<file path="src/lzwd_pkg.sv">
// Shared types and constants for the LZW code decoder.
// Used by every module of the block; no dependencies.
package lzwd_pkg;

  // Field widths
  localparam int CODE_W     = 12;
  localparam int BYTE_W     = 8;
  localparam int LEN_W      = 7;
  localparam int IN_TDATA_W = 16;

  // Parameter defaults
  localparam int DICT_SIZE_DEF = 4096;
  localparam int MAX_LEN_DEF   = 64;

  // Codes below this are literal bytes
  localparam int LIT_CODES = 256;

  // Queue between front and back, and output queue
  localparam int Q_DEPTH   = 2;
  localparam int Q_CNT_W   = $clog2(Q_DEPTH + 1);
  localparam int OQ_DEPTH  = 4;
  localparam int OQ_CNT_W  = $clog2(OQ_DEPTH + 1);

  // Input command codes
  localparam logic CMD_DECODE = 1'b0;
  localparam logic CMD_END    = 1'b1;

  // Classified operation handed from front to back
  typedef enum logic [1:0] {
    OP_DECODE = 2'd0,
    OP_END    = 2'd1,
    OP_BAD    = 2'd2
  } op_t;

  typedef struct packed {
    op_t               op;
    logic [CODE_W-1:0] code;
  } op_item_t;

  // Dictionary entry
  typedef struct packed {
    logic [CODE_W-1:0] prefix;
    logic [BYTE_W-1:0] val;
    logic [LEN_W-1:0]  len;
  } entry_t;

  // One result item
  typedef struct packed {
    logic [BYTE_W-1:0] data;
    logic              last;
    logic              err;
  } res_t;

endpackage

</file>
<file path="src/lzwd_outq.sv">
// Output queue: holds result items until the downstream side takes them.
// Depends on lzwd_pkg.
module lzwd_outq (
  input  logic                          clk,
  input  logic                          rst,
  input  logic                          push,
  input  lzwd_pkg::res_t                push_data,
  output logic [lzwd_pkg::OQ_CNT_W-1:0] count,
  output logic                          m_valid,
  input  logic                          m_ready,
  output lzwd_pkg::res_t                m_data
);
  import lzwd_pkg::*;

  localparam int OQ_AW = $clog2(OQ_DEPTH);

  res_t             oq_mem [OQ_DEPTH];
  logic [OQ_AW-1:0] wr_ptr;
  logic [OQ_AW-1:0] rd_ptr;
  logic             pop;

  assign m_valid = (count != '0);
  assign m_data  = oq_mem[rd_ptr];
  assign pop     = m_valid & m_ready;

  // Storage; the back end never pushes into a full queue
  always_ff @(posedge clk) begin
    if (push) oq_mem[wr_ptr] <= push_data;
  end

  always_ff @(posedge clk) begin
    if (rst) begin
      wr_ptr <= '0;
      rd_ptr <= '0;
      count  <= '0;
    end else begin
      if (push) wr_ptr <= wr_ptr + OQ_AW'(1);
      if (pop)  rd_ptr <= rd_ptr + OQ_AW'(1);
      unique case ({push, pop})
        2'b10:   count <= count + OQ_CNT_W'(1);
        2'b01:   count <= count - OQ_CNT_W'(1);
        default: count <= count;
      endcase
    end
  end

endmodule

</file>
<file path="config.mk">
export PLATFORM = sky130hd
export DESIGN_NAME = lzwd_outq
export DESIGN_NICKNAME = d
export VERILOG_FILES = /design/src/lzwd_pkg.sv /design/src/lzwd_outq.sv
export SDC_FILE = /design/constraint.sdc
export NUM_CORES = 1
export LEC_CHECK = 0
export BUFFER_PORTS_ARGS = -buffer_cell sky130_fd_sc_hd__buf_2
export CAP_MARGIN = 20
export CORE_UTILIZATION = 55
export DETAILED_ROUTE_END_ITERATION = 12
export GPL_TIMING_DRIVEN = 0
export PLACE_DENSITY_LB_ADDON = 0.25
export SLEW_MARGIN = 10
export SYNTH_ARGS = -nofsm -noshare
export SYNTH_HDL_FRONTEND = slang
export SYNTH_SLANG_ARGS = --single-unit
</file>
<file path="constraint.sdc">
create_clock -name clk -period 2.7 [get_ports clk]
set_clock_uncertainty 0.1 [all_clocks]
set_input_delay 0 -clock clk [delete_from_list [all_inputs] [get_ports clk]]
set_output_delay 0 -clock clk [all_outputs]
set_load 0.01 [all_outputs]
</file>
==> flow_metrics.env <==
export IMPL_setup_ws_ns=0.583
export IMPL_cts_buffers=5
export IMPL_cts_root_buf="clkbuf_4"
export IMPL_final_net_count=166
export IMPL_crit_chain="o31a_2 > ha_1 > inv_1 > fa_1 > xor2_1 > or3_1 > a21oi_1"
export IMPL_n_antenna_cell=0
export IMPL_grt_pass1_vias=1021
export IMPL_clkTransAtPathRegs_ns=0.14
export IMPL_setup_viol_count_final=0
export IMPL_start_kind="flip-flop"
export IMPL_viasPerCell=5.27
export IMPL_drive_gt1_share_pct=33.3
export IMPL_clock_sinks=49
export IMPL_synth_seq_cells=49
export IMPL_cts_tree="yes"
export IMPL_hold_viol_final=0
export IMPL_ir_drop_v=0.000548
export IMPL_drt_wirelength_per_cell_um=15.5
export IMPL_clock_fmax_ghz=0.472
export IMPL_total_leakage_power_nw=0.848
export IMPL_worstMarginPinSlew_ns=0.525
export IMPL_die_height_um=60.8
export IMPL_rsz0062_at_grt="no"
export IMPL_drv_slew=0
export IMPL_min_path_type="in -> reg"
export IMPL_worstSetupPathType="reg -> reg"
export IMPL_placed_cell_area_um2=2090
export IMPL_drcViolationCount=0
export IMPL_rows=20
export IMPL_syn_area_per_cell_um2=19.2
export IMPL_hpwl_um=1890
export IMPL_use_met3_pct=7.04
export IMPL_core_area_um2=3180
export IMPL_routed_wl_um=2970
export IMPL_synth_seq_area_share_pct=72.6
export IMPL_syn_area_um2=1900
export IMPL_slew_headroom_pct=65.0
export IMPL_start_util_pct=59.8
export IMPL_die_area_um2=3700
export IMPL_fillers=211
export IMPL_cts_max_level=2
export IMPL_pre_cts_slack_ns=0.656
export IMPL_cp_end_kind="flip-flop"
export IMPL_critPathTopFamily="adder cells"
export IMPL_drt_first_pass_iters=4
export IMPL_clk_latency_ns=0.36
export IMPL_vias=1006
export IMPL_clockBufferDepth=2
export IMPL_io_buffers=26
export IMPL_die_width_um=60.8
export IMPL_finalSetupTns_ns=0
export IMPL_postLayoutCoreUtil_pct=73.3
export IMPL_ys_warn_count=0
export IMPL_critPathMaxFanout=6
export IMPL_place_gp_congestion=0.699
export IMPL_cts_resized=0
export IMPL_grt_pass1_wl_um=4750
export IMPL_worstPathArrival_ns=2.32
export IMPL_outcome="finished, final reports clean"
export IMPL_ant_nets=0
export IMPL_period_share_pct=78.4
export IMPL_powerDensity_nw_per_um2=817
export IMPL_synth_distinct_cells=20
export IMPL_required_ns=2.91
export IMPL_cpPeakStageDelay_ns=0.48
export IMPL_final_cells=191
export IMPL_cap_violations=0
export IMPL_finalInstanceArea_um2=2330
export IMPL_synth_net_count=119
export IMPL_period_needed_ns=2.12
export IMPL_syn_to_final_growth_pct=22.5
export IMPL_grtUsageMet1_pct=22.4
export IMPL_busiest_layer="met2"
export IMPL_antenna_found_initial=0
export IMPL_slowest_stage="dfxtp_1"
export IMPL_grt_ovfl_total=0
export IMPL_cp_num_buf_inv=1
export IMPL_dpl_cell_count=169
export IMPL_dr_first_iter_drc_count=36
export IMPL_grt_max_degree=16
export IMPL_ios=28
export IMPL_syn_inst=99
export IMPL_use_met2_pct=32.5
export IMPL_grt_total_usage_pct=19.3
==> cell type report <==
type                    count  area (um^2)  share of cell area (%)
flip-flops and latches     49         1380                    59.3
multi-input cells          41          478                    20.5
repair buffers             40          270                    11.6
clock inverters             3         65.1                    2.79
well taps                  44         55.1                    2.36
clock buffers               5         37.5                    1.61
inverters                   6         22.5                   0.967
plain buffers               3         20.0                   0.859
==> power by group <==
group,leakage (nW),total [W],internal [W],switching (W)
clock,0.0552,0.000508,0.000287,0.000221
combinational,0.352,0.000462,0.000239,0.000222
sequential,0.441,0.000933,0.000882,0.0000510
==> Yosys cell counts, drive strengths merged <==
master  instances  area (um^2)
o31a            1         10.0
and2            4         25.0
mux2i           1         10.0
a21oi           2         10.0
xor2            3         26.3
o21ai           1         5.00
fa              1         20.0
dfxtp           9          180
clkbuf          2         8.75
or3             2         12.5
inv             6         22.5
nor2            8         30.0
edfxtp         40         1200
buf             1         11.3
ha              5         62.6
o311ai          1         16.3
mux4           10          225
xnor2           2         25.0
==> cells by family after synthesis <==
kind of cell / Yosys count / share of synthesized area [%]
AOI/OAI and AO/OA: 5 / 2.17
xor gates and xnor gates: 5 / 2.70
adders and majority gates: 6 / 4.34
buffers and inverters: 9 / 2.24
DFF: 49 / 72.6
muxes: 11 / 12.4
and+or+nand+nor: 14 / 3.55
==> flip-flops by register name, indices dropped and copies added (netlist names), named ones only <==
signal and cells:
oq_mem 40, rd_ptr 2, wr_ptr 2, count 3
==> through the flow <==
step,hold slack [ns],power (W)
final,0.281,0.00190
after detailed placement,0.120,0.00140
after global routing,0.265,0.00199
after CTS,0.271,0.00192
after floorplan,-0.00113,0.00125
after global placement,0.110,0.00138
==> worst paths after layout <==
kind,startpoint,end,slack [ns],cells after the start
worst max-delay path,count[0],count[2],0.58,7
worst min-delay path,push_data[9],oq_mem[1][9],0.28,2
worst max register to register,count[0],count[2],0.58,7
worst min register to register,rd_ptr[1],flip-flop,0.46,2
==> cells in the final DEF, fill, tap and decap left out <==
| cell | synthesis | routed |
|---|---|---|
| edfxtp_1 | 40 | 40 |
| inv_1 | 6 | 6 |
| clkinv_2 | 0 | 1 |
| clkbuf_4 | 0 | 5 |
| clkbuf_2 | 1 | 1 |
| dlygate4sd3_1 | 0 | 14 |
| o21ai_0 | 1 | 1 |
| clkbuf_1 | 1 | 1 |
| ha_1 | 5 | 5 |
| o311ai_2 | 1 | 1 |
| and2_1 | 4 | 4 |
| xnor2_1 | 1 | 1 |
| or3_1 | 2 | 2 |
| dfxtp_1 | 9 | 9 |
| mux2i_1 | 1 | 1 |
| nor2_1 | 8 | 8 |
| a21oi_1 | 2 | 2 |
| xor2_1 | 3 | 3 |
| buf_2 | 0 | 26 |
| mux4_2 | 10 | 10 |
| buf_6 | 1 | 1 |
| xnor2_2 | 1 | 1 |
| o31a_2 | 1 | 1 |
| fa_1 | 1 | 1 |
| bufinv_16 | 0 | 2 |
==> per-layer routing <==
metal	up-vias	share of wire [%]
met1	502	40
met5	-	0
li1	475	-
met4	0	1.7
met3	4	5.1
met2	25	54
==> timing repair <==
action	CTS	global route
hold buffers	14	0
endpoints found under the hold margin	49	0
buffers inserted	0	0
Note: power is estimated with default switching activity, not from simulation.
