<file path="src/lzwd_pkg.sv">
// Shared types and constants for the LZW code decoder.
// Used by every module of the block; no dependencies.
package lzwd_pkg;

  // Field widths
  localparam int CODE_W     = 12;
  localparam int BYTE_W     = 8;
  localparam int LEN_W      = 7;
  localparam int IN_TDATA_W = 16;

  // Parameter defaults
  localparam int DICT_SIZE_DEF = 4096;
  localparam int MAX_LEN_DEF   = 64;

  // Codes below this are literal bytes
  localparam int LIT_CODES = 256;

  // Queue between front and back, and output queue
  localparam int Q_DEPTH   = 2;
  localparam int Q_CNT_W   = $clog2(Q_DEPTH + 1);
  localparam int OQ_DEPTH  = 4;
  localparam int OQ_CNT_W  = $clog2(OQ_DEPTH + 1);

  // Input command codes
  localparam logic CMD_DECODE = 1'b0;
  localparam logic CMD_END    = 1'b1;

  // Classified operation handed from front to back
  typedef enum logic [1:0] {
    OP_DECODE = 2'd0,
    OP_END    = 2'd1,
    OP_BAD    = 2'd2
  } op_t;

  typedef struct packed {
    op_t               op;
    logic [CODE_W-1:0] code;
  } op_item_t;

  // Dictionary entry
  typedef struct packed {
    logic [CODE_W-1:0] prefix;
    logic [BYTE_W-1:0] val;
    logic [LEN_W-1:0]  len;
  } entry_t;

  // One result item
  typedef struct packed {
    logic [BYTE_W-1:0] data;
    logic              last;
    logic              err;
  } res_t;

endpackage

</file>
<file path="src/lzwd_front.sv">
// Front end: accepts input items, classifies them and queues them for the back end.
// Depends on lzwd_pkg.
module lzwd_front #(
  parameter int DICT_SIZE = lzwd_pkg::DICT_SIZE_DEF
) (
  input  logic                         clk,
  input  logic                         rst,
  input  logic                         s_valid,
  output logic                         s_ready,
  input  logic                         s_cmd,
  input  logic [lzwd_pkg::CODE_W-1:0]  s_code,
  output logic                         q_valid,
  input  logic                         q_ready,
  output lzwd_pkg::op_item_t           q_data
);
  import lzwd_pkg::*;

  localparam int DW   = $clog2(DICT_SIZE + 1);
  localparam int CW   = (DW > CODE_W) ? DW : CODE_W;
  localparam int Q_AW = $clog2(Q_DEPTH);

  op_item_t           q_mem [Q_DEPTH];
  logic [Q_AW-1:0]    wr_ptr;
  logic [Q_AW-1:0]    rd_ptr;
  logic [Q_CNT_W-1:0] count;
  op_item_t           cls;
  logic               push;
  logic               pop;

  // Classify: end command, code outside the dictionary, or a decode
  always_comb begin
    cls.code = s_code;
    if (s_cmd == CMD_END) begin
      cls.op = OP_END;
    end else if (CW'(s_code) >= CW'(DICT_SIZE)) begin
      cls.op = OP_BAD;
    end else begin
      cls.op = OP_DECODE;
    end
  end

  assign s_ready = (count < Q_CNT_W'(Q_DEPTH));
  assign push    = s_valid & s_ready;
  assign q_valid = (count != '0);
  assign pop     = q_valid & q_ready;
  assign q_data  = q_mem[rd_ptr];

  // Queue storage
  always_ff @(posedge clk) begin
    if (push) q_mem[wr_ptr] <= cls;
  end

  // Queue pointers
  always_ff @(posedge clk) begin
    if (rst) begin
      wr_ptr <= '0;
      rd_ptr <= '0;
      count  <= '0;
    end else begin
      if (push) wr_ptr <= wr_ptr + Q_AW'(1);
      if (pop)  rd_ptr <= rd_ptr + Q_AW'(1);
      unique case ({push, pop})
        2'b10:   count <= count + Q_CNT_W'(1);
        2'b01:   count <= count - Q_CNT_W'(1);
        default: count <= count;
      endcase
    end
  end

endmodule

</file>
<file path="config.mk">
export PLATFORM = sky130hd
export DESIGN_NAME = lzwd_front
export DESIGN_NICKNAME = d
export VERILOG_FILES = /design/src/lzwd_pkg.sv /design/src/lzwd_front.sv
export SDC_FILE = /design/constraint.sdc
export NUM_CORES = 1
export LEC_CHECK = 0
export ABC_AREA = 1
export BUFFER_PORTS_ARGS = -buffer_cell sky130_fd_sc_hd__buf_2
export CAP_MARGIN = 20
export CORE_UTILIZATION = 54
export CTS_CLUSTER_SIZE = 20
export DETAILED_ROUTE_END_ITERATION = 8
export PLACE_DENSITY = 0.82
export SYNTH_ARGS = -nofsm -noshare
export SYNTH_HDL_FRONTEND = slang
export SYNTH_SLANG_ARGS = --single-unit
</file>
<file path="constraint.sdc">
create_clock -name clk -period 3.8 [get_ports clk]
set_input_delay 0.57 -clock clk [delete_from_list [all_inputs] [get_ports clk]]
set_output_delay 0.57 -clock clk [all_outputs]
set_load 0.02 [all_outputs]
</file>
==> results <==
- The leakage power is 0.632 nW.
- Buffers inserted to repair hold after CTS numbered 0.
- The global placer's final weighted congestion is 0.592.
- For this run, the total global-route usage over all layers was measured as 0.149.
- The detailed-route vias per instance is 4.79.
- The number of antenna violations at the first check in global routing came to 0.
- The share of post-route cells with drive strength above 1 is 0.504.
- The maximum fanout along the worst path is 13.
- Walking the worst path, the cells encountered are mux2_2, buf_2.
- The sequential element share of the synthesized area is 0.718.
- In this run the deepest clock path goes through 2 buffers.
- The achievable clock frequency is 446 MHz.
- The clock slew at the register clock pins of the worst setup and hold paths is 0.09 ns.
- The cell with the biggest individual delay on the critical path is sky130_fd_sc_hd__dfxtp_1.
- The count of buffering cells on the critical path with inverters included is 1.
- Across all register-to-register paths, the minimum setup slack is 2.48 ns.
- Yosys printed 0 warnings.
- The via count of the first global-routing pass came to 611.
- The initial standard-cell utilization of the core is 0.600.
- The number of gates resized after cts is 0.
- Setup repair after global routing left no endpoint under its margin.
- Buffers added to address setup during post-CTS repair amount to 0.
- The post-detailed-route DRC marker count is 0.
- The die footprint is 0.00247 sq mm.
- The routed layout has 690 vias.
- In the finished design, the share of the clock period the worst path needs comes to 0.590.
- Detailed placement finished with a half-perimeter wire length of 1140 um.
- The power density over the cells is 644 mW/mm^2.
- Wires add up to 1610 um.
- The post-synthesis cell area is 0.00123 sq mm.
- The starting DRC count in detailed routing is 12.
- The largest clock skew in the final design is 0.00536 ns.
- The H-tree depth reported by CTS is 2.
- The number of library cell types mapped by synthesis is 18.
- The worst-case IR drop observed on VDD is 0.460 mV.
- The flow ran to the end, and the final reports show no timing, DRC or antenna violations.
- The overall power consumption is 0.967 mW.
- The tightest slew margin relative to the limit is 0.510.
- 0 antenna diodes ended up in the layout.
- From left edge to right edge, the die measures 49.7 um.
- The post-synthesis adder-cell area fraction is 0.0102.
- The detail route stage leaves a number of antenna-violating nets equal to 0.
- The master cell of the clock root buffer is sky130_fd_sc_hd__clkbuf_4.
- The number of nets in the synthesized netlist is 96.
- The clock tree from TritonCTS is built.
- On the final layout, the worst hold slack is 0.443 ns.
- The cell family contributing the most delay on the critical path is flip-flops.
- Of the total synthesized cell area, the portion taken by AND, OR, NAND and NOR gates is 0.0622.
- The compound-cell area share of the yosys netlist was 0.0163.
- The number of nets at the end of the flow is 134.
- Of the total synthesized cell area, the portion taken by XOR and XNOR cells is 0.
- The clock insertion delay at the later pin of the skew report is 0.31 ns.
- By area, the combinational part of the netlist is dominated by multiplexers.
- The class of the most critical setup path is reg2out.
- The count of mapped cells out of synthesis is 78.
- The final setup violation count is 0.
- The minimum period implied by the final worst setup slack is 2.24 ns.
- The clock net in this run drives a total of 31 sinks.
- The worst min-delay path category is in2reg.
- The number of detailed-routing iterations run before antenna repair is 6.
- The arrival time at the worst endpoint is 1.67 ns.
- After global routing the overflow that remains totals 0.
- The number of buffers inserted during clock tree synthesis is 5.
- The wire length of the first global-routing pass is 2500 um.
- The area overhead of the layout relative to synthesis is 22.4%.
- The y dimension of the die is 49.7 um.
- At the end of the flow the core is filled with cells to 0.735.
- The number of max-slew violations in the final report is 0.
- The initialized floorplan defines 16 standard-cell rows.
- The data required time of the critical path is 3.23 ns.
- Across the run, the number of max-cap violations was 0.
- The count of endpoints failing hold in the final timing report came to 0.
- The transition time at the pin with the least slew margin is 0.735 ns.
- The largest incremental delay on the critical path is 0.80 ns.
- The synthesized area per cell is 15.7 sq um.
- After floorplanning, the core was sized to cover 0.00204 sq mm.
- STA classifies the critical path endpoint as an output port.
- The critical path startpoint category is a flop.
- The maximum number of pins on one net before global-route repair is 15.
- Input and output buffers added on the ports amount to 31.
- Setup total negative slack on the finished layout was measured at 0 ns.
- Of the post-synthesis cell area, the part taken by muxes is 0.150.
- The number of top-level pins is 33.
- The register bit count reported by yosys is 31.
- The post-detailed-route wirelength per cell is 11.2 um.
[state kept, by name, summed over array words and instances (netlist names), named ones only]
register / count
q_mem: 26
wr_ptr: 1
count: 2
rd_ptr: 1
[worst register-to-register path, cell delays in order, from the launching register on]
cell and delay (ns):
sky130_fd_sc_hd__dfxtp_1 0.34, sky130_fd_sc_hd__inv_2 0.09, sky130_fd_sc_hd__nand2_2 0.06, sky130_fd_sc_hd__nand2_1 0.08, sky130_fd_sc_hd__inv_2 0.05, sky130_fd_sc_hd__ha_1 0.29
sky130_fd_sc_hd__inv_1 0.08, sky130_fd_sc_hd__nand2_1 0.05, sky130_fd_sc_hd__nor2_1 0.08, sky130_fd_sc_hd__nor2_1 0.04, sky130_fd_sc_hd__nor2_1 0.09
[power breakdown]
part           switching [mW]  leakage, nW  total [mW]  internal (mW)
clock network          0.0976       0.0482       0.253          0.155
registers              0.0328        0.284       0.456          0.423
logic                   0.142        0.300       0.258          0.116
total                   0.272        0.632       0.967          0.695
[cells by family after synthesis]
kind of cell | after synthesis
adder cells (fa/ha/maj) | 1
buffers and inverters | 10
multiplexers | 13
AO/OA/AOI/OAI | 4
flip-flops | 31
AND/OR/NAND/NOR | 18
other | 1
[through the flow]
stage                     instances  cell area (sq um)  worst slack [ns]
final                           144               1500              1.56
after floorplan                  78               1230              2.18
after global placement          134               1400              1.85
after detailed placement        134               1400              1.82
after CTS                       142               1480              1.50
after global routing            144               1500              1.43
[cell type report]
class,count,area [sq um]
flip-flops and latches,31,881
multi-input cells,37,297
fillers,150,541
clock buffers,6,51.3
clock inverters,2,35.0
well taps,27,33.8
repair buffers,33,174
inverters,8,30.0
[metal layers]
layer  wire, um  share of wire  track usage  vias up
li1           -              -            -      350
met1        634           0.39        0.149      317
met2        908           0.57        0.261       23
met3         63          0.039       0.0741        0
met4          0              0       0.0571        0
met5          0              0            0        -
[path summary, 6_finish.rpt]
check | from | cells past startpoint | to
worst min register to register | rd_ptr$_SDFFE_PP0P_ | 2 | rd_ptr$_SDFFE_PP0P_
worst max-delay path | flop | 2 | q_data[11]
worst min-delay path | rst | 2 | wr_ptr$_SDFFE_PP0P_
worst max register to register | count[1]$_SDFFE_PP0P_ | 10 | count[1]$_SDFFE_PP0P_
[cell usage after synthesis]
library cell               number  area, sq um
sky130_fd_sc_hd__ha_1           1         12.5
sky130_fd_sc_hd__buf_6          1         11.3
sky130_fd_sc_hd__dfxtp_1        5          100
sky130_fd_sc_hd__nand2_2        2         12.5
sky130_fd_sc_hd__nor3_1         1         5.00
sky130_fd_sc_hd__o21ai_1        1         5.00
sky130_fd_sc_hd__inv_2          3         11.3
sky130_fd_sc_hd__conb_1         1         3.75
sky130_fd_sc_hd__mux2_2         3         33.8
sky130_fd_sc_hd__buf_4          1         7.51
sky130_fd_sc_hd__nor2_1         9         33.8
sky130_fd_sc_hd__edfxtp_1      26          781
sky130_fd_sc_hd__nand2_1        5         18.8
sky130_fd_sc_hd__a21oi_1        2         10.0
sky130_fd_sc_hd__nand4_1        1         6.26
sky130_fd_sc_hd__inv_1          5         18.8
sky130_fd_sc_hd__mux2_4        10          150
sky130_fd_sc_hd__o21ai_0        1         5.00
[layout by cell type (no fill, tap or decap)]
master                      instances
sky130_fd_sc_hd__nand2_2            2
sky130_fd_sc_hd__conb_1             1
sky130_fd_sc_hd__mux2_4            10
sky130_fd_sc_hd__inv_1              5
sky130_fd_sc_hd__nor3_1             1
sky130_fd_sc_hd__mux2_2             3
sky130_fd_sc_hd__clkbuf_8           1
sky130_fd_sc_hd__buf_6              1
sky130_fd_sc_hd__buf_2             31
sky130_fd_sc_hd__edfxtp_1          26
sky130_fd_sc_hd__inv_2              3
sky130_fd_sc_hd__o21ai_0            1
sky130_fd_sc_hd__nand2_1            5
sky130_fd_sc_hd__bufinv_16          1
sky130_fd_sc_hd__o21ai_1            1
sky130_fd_sc_hd__clkbuf_4           5
sky130_fd_sc_hd__ha_1               1
sky130_fd_sc_hd__nand4_1            1
sky130_fd_sc_hd__buf_4              1
sky130_fd_sc_hd__dfxtp_1            5
sky130_fd_sc_hd__clkinv_2           1
sky130_fd_sc_hd__a21oi_1            2
sky130_fd_sc_hd__nor2_1             9
No activity file was read; power rests on OpenSTA's default activity.
